==> config.mk <==
export PLATFORM = sky130hd
export DESIGN_NAME = bavg_back
export DESIGN_NICKNAME = d
export VERILOG_FILES = /design/src/rtl/bavg_pkg.sv /design/src/rtl/bavg_back.sv
export SDC_FILE = /design/constraint.sdc
export NUM_CORES = 1
export LEC_CHECK = 0
export ABC_AREA = 1
export BUFFER_PORTS_ARGS = -buffer_cell sky130_fd_sc_hd__buf_2
export CORE_MARGIN = 1
export CORE_UTILIZATION = 48
export DETAILED_ROUTE_END_ITERATION = 12
export PLACE_DENSITY = 0.68
export SLEW_MARGIN = 20
export SYNTH_ARGS = -nofsm -noshare
export SYNTH_HDL_FRONTEND = slang
export SYNTH_SLANG_ARGS = --single-unit
==> constraint.sdc <==
create_clock -name clk -period 17 [get_ports clk]
set_input_delay 4.25 -clock clk [delete_from_list [all_inputs] [get_ports clk]]
set_output_delay 4.25 -clock clk [all_outputs]
set_load 0.005 [all_outputs]
==> src/rtl/bavg_pkg.sv <==
// Shared types and constants of the 3x3 box average block.
// No dependencies.
`timescale 1ns / 1ps

package bavg_pkg;

  localparam int DEF_MAX_COLS = 1024;
  localparam int DEF_MAX_ROWS = 1024;
  localparam int CFG_W        = 11;
  localparam int PIX_W        = 8;
  localparam int SUM_W        = 12;
  localparam int QDEPTH       = 4;
  localparam int QPTR_W       = 2;
  localparam int QCNT_W       = 3;

  // register indexes
  localparam logic REG_ROWS = 1'b0;
  localparam logic REG_COLS = 1'b1;

  localparam logic [CFG_W-1:0] CFG_RESET = 11'd2;

  // divisor kinds
  localparam logic [1:0] DIV_BY4 = 2'd0;
  localparam logic [1:0] DIV_BY6 = 2'd1;
  localparam logic [1:0] DIV_BY9 = 2'd2;

  // reciprocals scaled by 2^16, exact for all sums in range
  localparam logic [13:0] RECIP6 = 14'd10923;
  localparam logic [13:0] RECIP9 = 14'd7282;
  localparam int          RECIP_SH = 16;

  // one window: px[col][row], col 0 = left, row 0 = top
  typedef struct packed {
    logic [2:0][2:0][PIX_W-1:0] px;
    logic                       has_top;
    logic                       has_bot;
    logic                       has_lft;
    logic                       has_rgt;
    logic                       last;
  } win_t;

endpackage

==> src/rtl/bavg_back.sv <==
// Back end: masked window sum, then divide by 4, 6 or 9.
// Depends on bavg_pkg.
`timescale 1ns / 1ps

module bavg_back (
  input  logic                       clk,
  input  logic                       rst_n,
  input  logic                       q_valid,
  output logic                       q_ready,
  input  bavg_pkg::win_t             q_data,
  output logic                       out_valid,
  input  logic                       out_ready,
  output logic [bavg_pkg::PIX_W-1:0] out_mean_pixel,
  output logic                       out_last
);

  logic                             s1_valid_r, s1_last_r, s1_ready, s2_load;
  logic [bavg_pkg::SUM_W-1:0]       sum_r, sum_c;
  logic [1:0]                       kind_r, kind_c;
  logic [2:0]                       rv, cv;
  logic [13:0]                      recip;
  logic [25:0]                      prod;
  logic [bavg_pkg::PIX_W-1:0]       mean_c;
  logic                             out_valid_r;
  logic [bavg_pkg::PIX_W-1:0]       mean_r;
  logic                             last_r;

  assign s2_load  = s1_valid_r & (~out_valid_r | out_ready);
  assign s1_ready = ~s1_valid_r | s2_load;
  assign q_ready  = s1_ready;

  // masked sum of the in-bounds neighbors
  assign rv = {q_data.has_bot, 1'b1, q_data.has_top};
  assign cv = {q_data.has_rgt, 1'b1, q_data.has_lft};

  always_comb begin
    sum_c = '0;
    for (int c = 0; c < 3; c++) begin
      for (int r = 0; r < 3; r++) begin
        if (rv[r] && cv[c]) begin
          sum_c = sum_c + bavg_pkg::SUM_W'(q_data.px[c][r]);
        end
      end
    end
  end

  // neighborhood size: 9 inside, 6 on an edge, 4 at a corner
  always_comb begin
    if ((rv == 3'b111) && (cv == 3'b111)) begin
      kind_c = bavg_pkg::DIV_BY9;
    end else if ((rv == 3'b111) || (cv == 3'b111)) begin
      kind_c = bavg_pkg::DIV_BY6;
    end else begin
      kind_c = bavg_pkg::DIV_BY4;
    end
  end

  // divide by reciprocal multiply; by 4 is a shift
  always_comb begin
    case (kind_r)
      bavg_pkg::DIV_BY6: recip = bavg_pkg::RECIP6;
      bavg_pkg::DIV_BY9: recip = bavg_pkg::RECIP9;
      default:           recip = '0;
    endcase
  end

  assign prod   = 26'(sum_r) * 26'(recip);
  assign mean_c = (kind_r == bavg_pkg::DIV_BY4) ? sum_r[9:2] :
                  prod[bavg_pkg::RECIP_SH +: bavg_pkg::PIX_W];

  always_ff @(posedge clk) begin
    if (!rst_n) begin
      s1_valid_r  <= 1'b0;
      out_valid_r <= 1'b0;
    end else begin
      if (s1_ready) begin
        s1_valid_r <= q_valid;
      end
      if (~out_valid_r | out_ready) begin
        out_valid_r <= s1_valid_r;
      end
    end
  end

  always_ff @(posedge clk) begin
    if (q_valid && s1_ready) begin
      sum_r     <= sum_c;
      kind_r    <= kind_c;
      s1_last_r <= q_data.last;
    end
    if (s2_load) begin
      mean_r <= mean_c;
      last_r <= s1_last_r;
    end
  end

  assign out_valid      = out_valid_r;
  assign out_mean_pixel = mean_r;
  assign out_last       = last_r;

endmodule

==> metrics.md <==
| Metric | Value |
|---|---|
| Core area | `16,640 µm²` |
| CP arrival | `about 13 ns` |
| Cts repair resizes | `0` |
| Type of the most critical hold path | `reg2reg` |
| Pin count of the biggest net entering global routing | `18` |
| Fillcell total | `around 1,600` |
| Post-DP Area | `8871 µm²` |
| Syn Inst Count | `1,103` |
| Final hold slack | `~0.43 ns` |
| Grt total ovfl | `0` |
| Syn. warnings | `0` |
| Multi-input logic area | `6377 µm²` |
| Unique masters post-synth | `39` |
| Critical Path Most Common Cell | `nand2_1` |
| Reg-to-reg slack, setup | `10.66 ns` |
| Max Freq | `0.07813 GHz` |
| Vias in the first global route | `6,952` |
| DR pass1 iterations | `6` |
| Initial antenna violation count | `2` |
| Total Neg Setup Slack | `0 ns` |
| Leading area contributor after synthesis | `fa_1` |
| Clk pwr share | `3.8%` |
| Logic pwr share | `87.3%` |
| Power Total | `0.001385 W` |
| Commonest cells after routing, fill and taps aside | `263 x inv_1, 219 x nand2_1, 136 x ha_1, 91 x buf_2, 88 x fa_1` |
| P_int | `0.0006256 W` |
| Layout cells sized above 1 | `between 10% and 20%` |
| Status | `finished clean` |
| RD Place Congestion | `0.9494` |
| Nets | `1,491` |
| Power Density | `around 150 nW/µm²` |
| Clock buffer depth | `2` |
| Buffers on Ports | `between 90 and 100` |
| Fraction of the cycle the final worst path needs | `75.29%` |
| Hold Buf Count CTS | `0` |
| Skew-Pair Late Insertion Delay | `0.26 ns` |
| Sw frac | `54.83%` |
| CTS Buf Count | `3` |
| Min cycle time layout | `around 13 ns` |
| Post-synth EDFFs | `24` |
| Synth Net Count | `1,408` |
| CP Capture Type | `register` |
| CTS sink count | `26` |
| WL per Instance | `around 14 µm` |
| DRC viols | `0` |
| Detailed Route Iter0 Violations | `274` |
| Die Ht | `132.7 µm` |
| Die Wd | `132.7 µm` |
| Worst Setup Path Type | `in2reg` |
| Ports | `92` |
| Vias per cell | `5.055` |
| Hpwl dp | `17.53 mm` |
| Critical path's slowest cell | `fa_1` |
| Final hold violation count | `0` |
| Setup Skew | `0.003935 ns` |
| #FFs+latches synth | `26` |
| Required time worst endpoint | `roughly 17 ns` |
| Max_cap viols | `0` |
| CP peak stage delay | `between 0.4 and 0.5 ns` |
| Reg clk slew, reported paths | `roughly 0.07 ns` |
| Routed Antenna Nets | `0` |
| Yosys top cell area share | `21.49%` |
| Setup violations, final | `0` |
| CTS tree | `built` |
| Startpoint Class | `primary input` |
| Net Sw Power | `0.0007594 W` |
| Setup repair bufs after CTS | `0` |
| Asr flop ratio synth | `0%` |
| Max-slew violations | `0` |
| Cell Rows | `47` |
| Max VDD drop | `about 0.00014 V` |
| Synthesized cell area | `8197 µm²` |
| Commonest non-fill, non-tap cell in the layout | `inv_1` |
| All-Layer GR Usage | `a little under a quarter` |
| Die area | `17,600 µm²` |
| CP max FO | `14` |
| Post-Syn Area per Cell | `7.431 µm²` |
| Starting Density | `49.25%` |
| RSZ-0062 raised after global routing | `false` |
| Post-Route WL | `roughly 19 mm` |
| Vias | `7,117` |
| LEAKAGE | `approximately 5.2 nW` |
| Worst slew pin tran | `0.8837 ns` |
| Final core occ | `53.82%` |
| Root buffer cell | `clkbuf_16` |
| Synthesis-to-layout area growth | `9.281%` |
| Share of power burned in registers | `8.9%` |
| Area contributors post-synth | `fa_1 21%, ha_1 21%, inv_1 12%, nand2_1 10%, edfxtp_1 8.8%` |
| H-tree Lvls | `1` |
| Global-route wire length before repair | `32.27 mm` |
| Main flop type after synthesis | `edfxtp_1` |
| Post-synthesis sequential area ratio | `9.281%` |
| Final Cell Area | `8957 µm²` |
| Sequential Area | `760.7 µm²` |
| Max_slew headroom | `a little over 40%` |
[routing by layer]
metal  wire length, µm  vias up  share of wire [%]  track usage, %
met5                 0        -                  0               0
met4               363        0                1.9           5.556
met3               508       20                2.6          0.8812
met2              9471      155                 49           41.37
met1              9126     3293                 47           29.85
li1                  -     3649                  -               -
[worst max-delay path, delay by kind of cell]
kind,cells,cell delay (ns)
fa+ha+maj,9,2.94
compound gates,12,2.20
simple gates,20,2.09
xor+xnor,4,0.69
buf+inv,7,0.64
[flip-flops by register name, indices dropped and copies added, names as in the netlist]
signal and cells:
s1_last_r 1, out_last 1, s1_valid_r 1, out_mean_pixel 8, sum_r 12, out_valid 1, kind_r 2
[final cells by class]
class | count | share of cell area [%]
Tap cell | 220 | 3.073
Multi-Input combinational cell | 797 | 71.20
Sequential cell | 26 | 8.493
Timing Repair Buffer | 91 | 5.085
Clock buffer | 3 | 0.8381
Clock inverter | 1 | 0.04191
Antenna cell | 3 | 0.08381
Inverter | 267 | 11.19
[cell families (layout without fill, tap and decap cells)]
| group | after synthesis | count (layout) | synth area share, % |
|---|---|---|---|
| AOI/OAI and AO/OA | 177 | 177 | 11.69 |
| adders and majority gates | 224 | 224 | 42.25 |
| and+or+nand+nor | 358 | 358 | 19.80 |
| xor gates and xnor gates | 38 | 38 | 4.060 |
| DFF | 26 | 26 | 9.281 |
| other | 0 | 3 | 0 |
| buffers and inverters | 280 | 362 | 12.91 |
[cells in the mapped netlist, types with 3 or more instances]
| master | count |
|---|---|
| nand4_1 | 10 |
| ha_1 | 136 |
| xnor2_1 | 17 |
| a21o_1 | 4 |
| a31oi_1 | 10 |
| clkbuf_1 | 12 |
| edfxtp_1 | 24 |
| nor3_1 | 4 |
| inv_1 | 263 |
| xor2_1 | 21 |
| nand2_1 | 219 |
| nand3_1 | 29 |
| nand2_2 | 17 |
| a211oi_1 | 3 |
| or2_2 | 7 |
| o21ai_0 | 71 |
| nor2_1 | 48 |
| nand3_2 | 13 |
| o22ai_1 | 3 |
| a21oi_1 | 72 |
| fa_1 | 88 |
| nand2_4 | 3 |
| inv_2 | 4 |
| o31ai_1 | 5 |
[per-stage QoR]
| stage | instances | setup slack [ns] |
|---|---|---|
| after floorplan | 1103 | 4.812 |
| after global placement | 1401 | 4.172 |
| after CTS | 1405 | 4.242 |
| after global routing | 1407 | 3.329 |
| final | 1408 | 4.201 |
| after detailed placement | 1401 | 4.010 |
[final timing paths]
path | startpoint | endpoint | cells after the start
setup / recovery | q_data[2] | sum_r[11] | 52
hold / removal | s1_last_r | out_last | 0
setup reg to reg | kind_r[0] | out_mean_pixel[5] | 22
hold reg to reg | s1_last_r | out_last | 0
[power by group through the flow]
stage               combinational, W  sequential (W)  clock (W)
finish                       0.00121        0.000124  0.0000524
global route                 0.00139        0.000125  0.0000552
CTS                          0.00121        0.000124  0.0000523
detailed placement           0.00120        0.000125          0
global placement             0.00117        0.000125          0
floorplan                   0.000938        0.000116          0
(Power assumes the default switching activity.)
