<file path="src/rtl/bavg_pkg.sv">
// Shared types and constants of the 3x3 box average block.
// No dependencies.
`timescale 1ns / 1ps

package bavg_pkg;

  localparam int DEF_MAX_COLS = 1024;
  localparam int DEF_MAX_ROWS = 1024;
  localparam int CFG_W        = 11;
  localparam int PIX_W        = 8;
  localparam int SUM_W        = 12;
  localparam int QDEPTH       = 4;
  localparam int QPTR_W       = 2;
  localparam int QCNT_W       = 3;

  // register indexes
  localparam logic REG_ROWS = 1'b0;
  localparam logic REG_COLS = 1'b1;

  localparam logic [CFG_W-1:0] CFG_RESET = 11'd2;

  // divisor kinds
  localparam logic [1:0] DIV_BY4 = 2'd0;
  localparam logic [1:0] DIV_BY6 = 2'd1;
  localparam logic [1:0] DIV_BY9 = 2'd2;

  // reciprocals scaled by 2^16, exact for all sums in range
  localparam logic [13:0] RECIP6 = 14'd10923;
  localparam logic [13:0] RECIP9 = 14'd7282;
  localparam int          RECIP_SH = 16;

  // one window: px[col][row], col 0 = left, row 0 = top
  typedef struct packed {
    logic [2:0][2:0][PIX_W-1:0] px;
    logic                       has_top;
    logic                       has_bot;
    logic                       has_lft;
    logic                       has_rgt;
    logic                       last;
  } win_t;

endpackage

</file>
<file path="src/rtl/bavg_fifo.sv">
// Short window queue between front and back end.
// Depends on bavg_pkg.
`timescale 1ns / 1ps

module bavg_fifo (
  input  logic                        clk,
  input  logic                        rst_n,
  input  logic                        push_valid,
  input  bavg_pkg::win_t              push_data,
  output logic                        pop_valid,
  input  logic                        pop_ready,
  output bavg_pkg::win_t              pop_data,
  output logic [bavg_pkg::QCNT_W-1:0] count
);

  bavg_pkg::win_t                  mem_r [bavg_pkg::QDEPTH];
  logic [bavg_pkg::QPTR_W-1:0]     wptr_r, rptr_r;
  logic [bavg_pkg::QCNT_W-1:0]     cnt_r;
  logic                            pop;

  assign pop       = pop_valid & pop_ready;
  assign pop_valid = (cnt_r != '0);
  assign pop_data  = mem_r[rptr_r];
  assign count     = cnt_r;

  // pointers and fill count
  always_ff @(posedge clk) begin
    if (!rst_n) begin
      wptr_r <= '0;
      rptr_r <= '0;
      cnt_r  <= '0;
    end else begin
      if (push_valid) begin
        wptr_r <= wptr_r + 1'b1;
      end
      if (pop) begin
        rptr_r <= rptr_r + 1'b1;
      end
      cnt_r <= cnt_r + {2'b00, push_valid} - {2'b00, pop};
    end
  end

  always_ff @(posedge clk) begin
    if (push_valid) begin
      mem_r[wptr_r] <= push_data;
    end
  end

endmodule

</file>
<file path="config.mk">
export PLATFORM = sky130hd
export DESIGN_NAME = bavg_fifo
export DESIGN_NICKNAME = d
export VERILOG_FILES = /design/src/rtl/bavg_pkg.sv /design/src/rtl/bavg_fifo.sv
export SDC_FILE = /design/constraint.sdc
export NUM_CORES = 1
export LEC_CHECK = 0
export ABC_AREA = 1
export BUFFER_PORTS_ARGS = -buffer_cell sky130_fd_sc_hd__buf_2
export CORE_MARGIN = 5
export CORE_UTILIZATION = 57
export DETAILED_ROUTE_END_ITERATION = 6
export PLACE_DENSITY = 0.79
export SLEW_MARGIN = 40
export SYNTH_ARGS = -nofsm -noshare
export SYNTH_HDL_FRONTEND = slang
export SYNTH_SLANG_ARGS = --single-unit
</file>
<file path="constraint.sdc">
create_clock -name clk -period 3.55 [get_ports clk]
set_input_delay 0.1775 -clock clk [delete_from_list [all_inputs] [get_ports clk]]
set_output_delay 0.1775 -clock clk [all_outputs]
set_load 0.1 [all_outputs]
</file>
==> results of run 1 <==
cells by family (layout without fill, tap and decap cells):
family / Yosys count / in the layout
other cells: 0 / 2
compound gates: 239 / 239
simple gates: 175 / 175
fa+ha+maj: 7 / 7
flops: 317 / 317
buf+inv: 66 / 327
power by group through the flow:
| stage | sequential, mW | clock, mW | combinational [mW] |
|---|---|---|---|
| detailed placement | 4.44 | 0 | 4.45 |
| finish | 4.36 | 2.99 | 4.56 |
| floorplan | 4.52 | 0 | 3.68 |
| global route | 4.38 | 3.19 | 4.75 |
| CTS | 4.36 | 3.03 | 4.54 |
| global placement | 4.43 | 0 | 4.40 |
area by class of cell:
class / instances / area, um^2
well taps: 270 / 338
clock buffers: 38 / 802
repair buffers: 257 / 1780
fillers: 1308 / 5760
flip-flops and latches: 317 / 9430
diodes: 2 / 5.00
multi-input cells: 421 / 2060
clock inverters: 15 / 116
inverters: 17 / 73.8
state kept, by name (all words and copies together) (netlist names), named ones only:
| signal | cells |
|---|---|
| mem_r | 308 |
| count | 3 |
| wptr_r | 2 |
| rptr_r | 2 |
path summary, 6_finish.rpt:
| path | cells after the start | slack [ns] | end |
|---|---|---|---|
| min | 3 | 0.05 | wptr_r[0]$_SDFFE_PN0P_ |
| max | 5 | 0.69 | pop_data[16] |
| min reg2reg | 2 | 0.55 | wptr_r[1]$_SDFFE_PN0P_ |
| max reg2reg | 5 | 1.33 | mem_r[0][15]$_DFFE_PP_ |
metrics by stage:
step / hold slack, ns / area [um^2] / utilization, %
after floorplan: 0.271 / 11900 / -
after global placement: 0.391 / 12900 / 63.1
after detailed placement: 0.394 / 12900 / 63.1
after CTS: 0.00797 / 14600 / 71.6
after global routing: 0.0627 / 14600 / 71.7
final: 0.0505 / 14600 / 71.7
metal layers:
metal / track usage [%] / wire, um
met1: 28.7 / 10700
met2: 36.9 / 13000
met4: 5.21 / 431
met3: 4.16 / 2050
met5: 0 / 7
cells in the mapped netlist, drive strengths merged:
library cell | instances | area share [%]
edfxtp | 308 | 78
nor2 | 159 | 5.0
o21ai | 156 | 6.6
o22ai | 77 | 4.1
buf | 28 | 1.9
clkbuf | 21 | 0.78
inv | 17 | 0.58
nand2 | 14 | 0.44
dfxtp | 9 | 1.5
ha | 6 | 0.63
a21oi | 5 | 0.21
nand3 | 2 | 0.084
a21boi | 1 | 0.063
fa | 1 | 0.17
critical path, cell delays in order (launching register included):
cell and delay [ns]:
dfxtp_4 0.41, inv_6 0.40, buf_4 0.41, o21ai_0 0.14
o22ai_1 0.28, buf_2 0.49
==> results by group, run 1 <==
Clock network
  – Post-CTS Setup Bufs: 0
  – Clk Latency, worst-skew pair: ~0.53 ns
  – Clk buf depth: 3
  – CTS Hold Buffers Added: 80
  – CTS tree: done
  – Worst-path clk slew: approximately 0.06 ns
  – Post-cts sizing count: 0
  – Cts bufs inserted: 31
  – Sink Count: 317
  – Htree depth: 1
  – CTS root buf: clkbuf_16

Yosys
  – #FFs+latches synth: 317
  – Mapped Area: 11900 um^2
  – Synth cell types: 23
  – Complex-gate fraction of the synthesized area: between 10 and 15%
  – Register area share after synthesis: roughly four fifths
  – Post-Synth Adder-Cell Area: 0.801%
  – Largest family of logic cells by synthesized area: compound AO/OA/AOI/OAI gates
  – Syn avg cell area: 14.8 um^2
  – Post-synthesis simple-gate area fraction: 5.55%
  – Multiplexer area fraction after synthesis: 0%
  – Area share of xor/xnor cells in the synthesized design: 0%
  – Post-Syn Nets: just under 900
  – YS warnings: 0
  – Mapped Cells: 804

Floorplanning
  – Die footprint: 23800 um^2
  – Core footprint: 20400 um^2
  – Initial Util: 58.3%
  – # IOs: around 160
  – Die width: about 150 um
  – Rows: 52
  – Die height: 154 um

Placement
  – Pre-CTS setup slack: 1.27 ns
  – Placer Congestion: 0.745
  – # port buffers: 161
  – Post-placement cell count: 1201
  – DP Wirelength: between 10 and 15 mm

Setup path
  – Reg2reg start: wptr_r[0]$_SDFFE_PN0P_
  – Worst EP required: 3.37 ns
  – Startpoint types: register
  – Worst Path Max Fanout: 72
  – Worst setup EP type: output port
  – Setup CP Type: reg2out
  – Arrival @ worst endpoint: around 2.7 ns

Run
  – Max_cap viols: 0

GRT
  – Gr usage total: 21.5%
  – First-pass GRT wire length: 41.1 mm
  – Largest net degree at the start of global routing: 80
  – Initial antenna violation count: 2
  – Vias in the first global route: 7801
  – Gr ovfl total: 0

Power
  – Power Dens Cells: 816 nW/um^2
  – Switching Fraction: 43.6%
  – Comb power frac: between 30% and 40%
  – Seq pwr share: 36.6%
  – Clk pwr share: 25.1%
  – Power Total: around 12 mW
  – VDD IR max: 749 uV
  – Leak pwr: 5.23 nW
  – Switching power: 5.19 mW
  – Internal power: 6.72 mW

Detailed routing
  – Routed WL: 26.2 mm
  – Avg Vias per Cell: between 5 and 6
  – First-iteration detailed-routing DRC count: 623
  – Via Count: approximately 7.5k
  – DRT Pass-1 Iters: 5
  – Routed Antenna Nets: 0
  – Drt wl/cell: 19.6 um
  – DRC Markers: 0

Timing
  – Skew final: about 0.0062 ns
  – Slew headroom: between 50% and 60%
  – RSZ-0062 raised after global routing: false
  – Slew @ Worst Pin: between 0.7 and 0.8 ns
  – Maximum clock rate: about 350 MHz
  – Final setup vio count: 0
  – Period minus WS final: around 2.9 ns
  – Period utilization: 80.4%
  – Setup TNS Final: 0 ns
  – Setup ws final: 0.695 ns
  – Final hold vios: 0
  – Max Transition Viols Final: 0

Cells and area
  – Share of cells above drive strength 1: 21.1%
  – Final nets: 1133
  – Most frequent cells in the layout: 308 x edfxtp_1, 161 x buf_2, 159 x nor2_1, 151 x o21ai_0, 80 x dlygate4sd3_1
  – P&R area growth vs syn: 23.0%
  – Filler-free cell count of the finished design: 1337
  – Commonest non-fill, non-tap cell in the layout: edfxtp_1

Status
  – Run status: finished clean

Min path
  – Hold path startpoint: push_valid
  – Hold crit path type: in2reg
(Power assumes the default switching activity.)
==> inputs of run 2 (changes only) <==
--- a/config.mk
+++ b/config.mk
@@ -8,9 +8,9 @@
 export ABC_AREA = 1
 export BUFFER_PORTS_ARGS = -buffer_cell sky130_fd_sc_hd__buf_2
 export CORE_MARGIN = 5
-export CORE_UTILIZATION = 57
+export CORE_UTILIZATION = 51
 export DETAILED_ROUTE_END_ITERATION = 6
-export PLACE_DENSITY = 0.79
+export PLACE_DENSITY = 0.75
 export SLEW_MARGIN = 40
 export SYNTH_ARGS = -nofsm -noshare
 export SYNTH_HDL_FRONTEND = slang
==> constraint.sdc (replaced) <==
create_clock -name clk -period 2.6 [get_ports clk]
set_input_delay 0.13 -clock clk [delete_from_list [all_inputs] [get_ports clk]]
set_output_delay 0.13 -clock clk [all_outputs]
set_load 0.1 [all_outputs]
==> run 2 against run 1 <==
Against the previous run:
- final area up 9.2%
- combinational power is 75% higher
- sequential cell count did not move
- sequential share of layout area down 5.4 points
- non-clock buffer count unchanged
- largest power group unchanged
- highest routed layer is now met4
- first-iteration DRC count up 5.0%
==> results by group, run 2 (synthesis gave the netlist of run 1 again) <==
Status
  – Run status: finished clean (unchanged)

Clock network
  – Clk Latency, worst-skew pair: 0.55 ns (was 0.53 ns)
  – Worst-path clk slew: 0.07 ns (was 0.06 ns)
  – Clk buf depth: 3 (unchanged)
  – CTS root buf: clkbuf_16 (unchanged)
  – Sink Count: 317 (unchanged)
  – Cts bufs inserted: 31 (unchanged)
  – CTS tree: done (unchanged)
  – Htree depth: 1 (unchanged)

Setup path
  – Startpoint types: register (unchanged)
  – CP most frequent cell: buf_12
  – Worst setup path end: pop_data[53] (was pop_data[16])
  – Crit path buffers/inverters: 3 (unchanged)
  – Setup CP Type: reg2out (unchanged)
  – R2r setup slk: 0.64 ns (was 1.33 ns)
  – Stages on worst setup path: 5 (unchanged)
  – Largest stage delay, worst path: 0.43 ns (was 0.49 ns)
  – Worst setup EP type: output port (unchanged)
  – Arrival @ worst endpoint: 2.30 ns (was 2.68 ns)
  – Reg2reg start: count[1]$_SDFF_PN0_ (was wptr_r[0]$_SDFFE_PN0P_)
  – Crit-path slowest cell: dfxtp_4 (was buf_2)
  – R2R Path End: count[2]$_SDFF_PN0_ (was mem_r[0][15]$_DFFE_PP_)
  – Crit-path leading delay family: buffers and inverters (unchanged)
  – Worst EP required: 2.47 ns (was 3.37 ns)
  – FF-to-FF path depth: 8 (was 5)
  – Worst-path cell chain: inv_6 > buf_12 > o21ai_0 > o22ai_1 > buf_12 (was inv_6 > buf_4 > o21ai_0 > o22ai_1 > buf_2)
  – Worst Path Max Fanout: 56 (was 72)

Cells and area
  – Commonest non-fill, non-tap cell in the layout: edfxtp_1 (unchanged)
  – P&R area growth vs syn: 34.3% (was 23.0%)
  – Share of cells above drive strength 1: 21.6% (was 21.1%)
  – Register bank with the most flops: mem_r (unchanged)
  – Fin area: 15900 um^2 (was 14600 um^2)
  – Final nets: 1133 (unchanged)
  – Filler-free cell count of the finished design: 1383 (was 1337)
  – Fillers: 1418 (was 1308)
  – Most frequent cells in the layout: 308 x edfxtp_1, 159 x nor2_1, 151 x o21ai_0, 84 x buf_2, 83 x buf_12 (was 308 x edfxtp_1, 161 x buf_2, 159 x nor2_1, 151 x o21ai_0, 80 x dlygate4sd3_1)
  – Number of flip-flops in the largest register: 308 (unchanged)

Detailed routing
  – Via Count: 7487 (was 7544)
  – DRT Pass-1 Iters: 5 (unchanged)
  – Met1 WL: 10.6 mm (was 10.7 mm)
  – Routed Antenna Nets: 0 (unchanged)
  – Met2 wire len: 13.6 mm (was 13.0 mm)
  – DRC Markers: 0 (unchanged)
  – First-iteration detailed-routing DRC count: 654 (was 623)
  – Length of routed met3 wiring: 1.60 mm (was 2.05 mm)
  – Routed WL: 26.5 mm (was 26.2 mm)
  – Top sig layer: met4 (was met5)
  – Avg Vias per Cell: 5.41 (was 5.64)
  – Drt wl/cell: 19.2 um (was 19.6 um)

Floorplanning
  – # IOs: 162 (unchanged)
  – Initial Util: 52.1% (was 58.3%)
  – Die height: 163 um (was 154 um)
  – Die width: 163 um (was 154 um)
  – Rows: 55 (was 52)
  – Die footprint: 26400 um^2 (was 23800 um^2)
  – Core footprint: 22800 um^2 (was 20400 um^2)

Timing
  – Final hold vios: 0 (unchanged)
  – Max Transition Viols Final: 0 (unchanged)
  – Slew headroom: 58.6% (was 50.1%)
  – Period utilization: 93.4%
  – Final setup vio count: 0 (unchanged)
  – Period minus WS final: 2.43 ns
  – Setup ws final: 0.172 ns (was 0.695 ns)
  – Skew final: 0.0184 ns (was 0.00615 ns)
  – RSZ-0062 raised after global routing: false (unchanged)
  – Slew @ Worst Pin: 0.622 ns (was 0.748 ns)
  – Setup TNS Final: 0 ns (unchanged)
  – Maximum clock rate: 412 MHz

GRT
  – Initial antenna violation count: 1 (was 2)
  – Gr ovfl total: 0 (unchanged)
  – First-pass GRT wire length: 41.3 mm (was 41.1 mm)
  – Vias in the first global route: 7640 (was 7801)
  – Largest net degree at the start of global routing: 81 (was 80)
  – Gr usage total: 19.8% (was 21.5%)

Placement
  – Pre-CTS setup slack: 0.658 ns (was 1.27 ns)
  – Post-placement cell count: 1245 (was 1201)
  – DP Wirelength: 14.5 mm (was 13.8 mm)
  – Post-DP Area: 14100 um^2 (was 12900 um^2)
  – Placer Congestion: 0.740 (was 0.745)
  – # port buffers: 161 (unchanged)

Power
  – VDD IR max: 1110 uV (was 749 uV)
  – Power Dens Cells: 1160 nW/um^2 (was 816 nW/um^2)
  – Power Total: 18.4 mW (was 11.9 mW)
  – Leak pwr: 5.72 nW (was 5.23 nW)

Run
  – Max_cap viols: 0 (unchanged)

Min path
  – Hold crit path type: in2reg (unchanged)
  – Hold path startpoint: push_data[22] (was push_valid)
## run 2: cell types whose count changed in the layout (fill, tap and decap cells not counted), sizes merged
cell,before,now
bufinv,2,5
clkbuf,38,37
clkinv,17,18
diode,2,1
inv,13,14
## run 2: timing repair
action	CTS	global route
resized for setup	0	1
setup buffers	0	0
endpoints found under the setup margin	0	4
hold buffers	80	0
endpoints found under the hold margin	317	0
## run 2: area by class of cell
type                    instances  area [um^2]  area share (%)
flip-flops and latches        317         9430            59.2
repair buffers                257         2960            18.6
multi-input cells             421         2060            12.9
clock buffers                  37          798            5.01
well taps                     313          392            2.46
clock inverters                20          229            1.44
inverters                      17         73.8           0.463
diodes                          1         2.50          0.0157
## run 2: per-stage QoR
stage          hold WS, ns  utilization, %
2_1_floorplan        0.223               -
6_report             0.332            70.0
3_5_place_dp         0.347            62.0
5_1_grt              0.337            70.0
4_1_cts              0.315            70.0
3_3_place_gp         0.344            62.0
## run 2: power breakdown
part           internal (mW)  total (mW)  switching (mW)
clock                   2.68        4.49            1.81
combinational           2.42        7.97            5.55
sequential              5.87        5.97           0.101
## run 2: worst reg2reg max path: stages, from the launching register on
cell,delay [ns]
dfxtp_1,0.34
nor2_1,0.21
a21boi_0,0.17
ha_1,0.31
inv_1,0.04
ha_1,0.19
fa_1,0.41
a21oi_1,0.12
nor2_1,0.06
## run 2: worst min-delay path by stage
stage,to,slack (ns),cells after the start
after floorplan,count[1]$_SDFF_PN0_,0.22,2
after global placement,mem_r[2][66]$_DFFE_PP_,0.34,1
after detailed placement,mem_r[2][69]$_DFFE_PP_,0.35,1
after CTS,mem_r[0][29]$_DFFE_PP_,0.31,2
after global routing,mem_r[1][22]$_DFFE_PP_,0.34,2
final,mem_r[1][22]$_DFFE_PP_,0.33,2
## run 2: metal layers
metal | track usage [%] | up-vias
met5 | 0 | -
met4 | 5.41 | 0
met3 | 3.97 | 58
li1 | - | 3509
met1 | 25.5 | 3706
met2 | 34.6 | 214
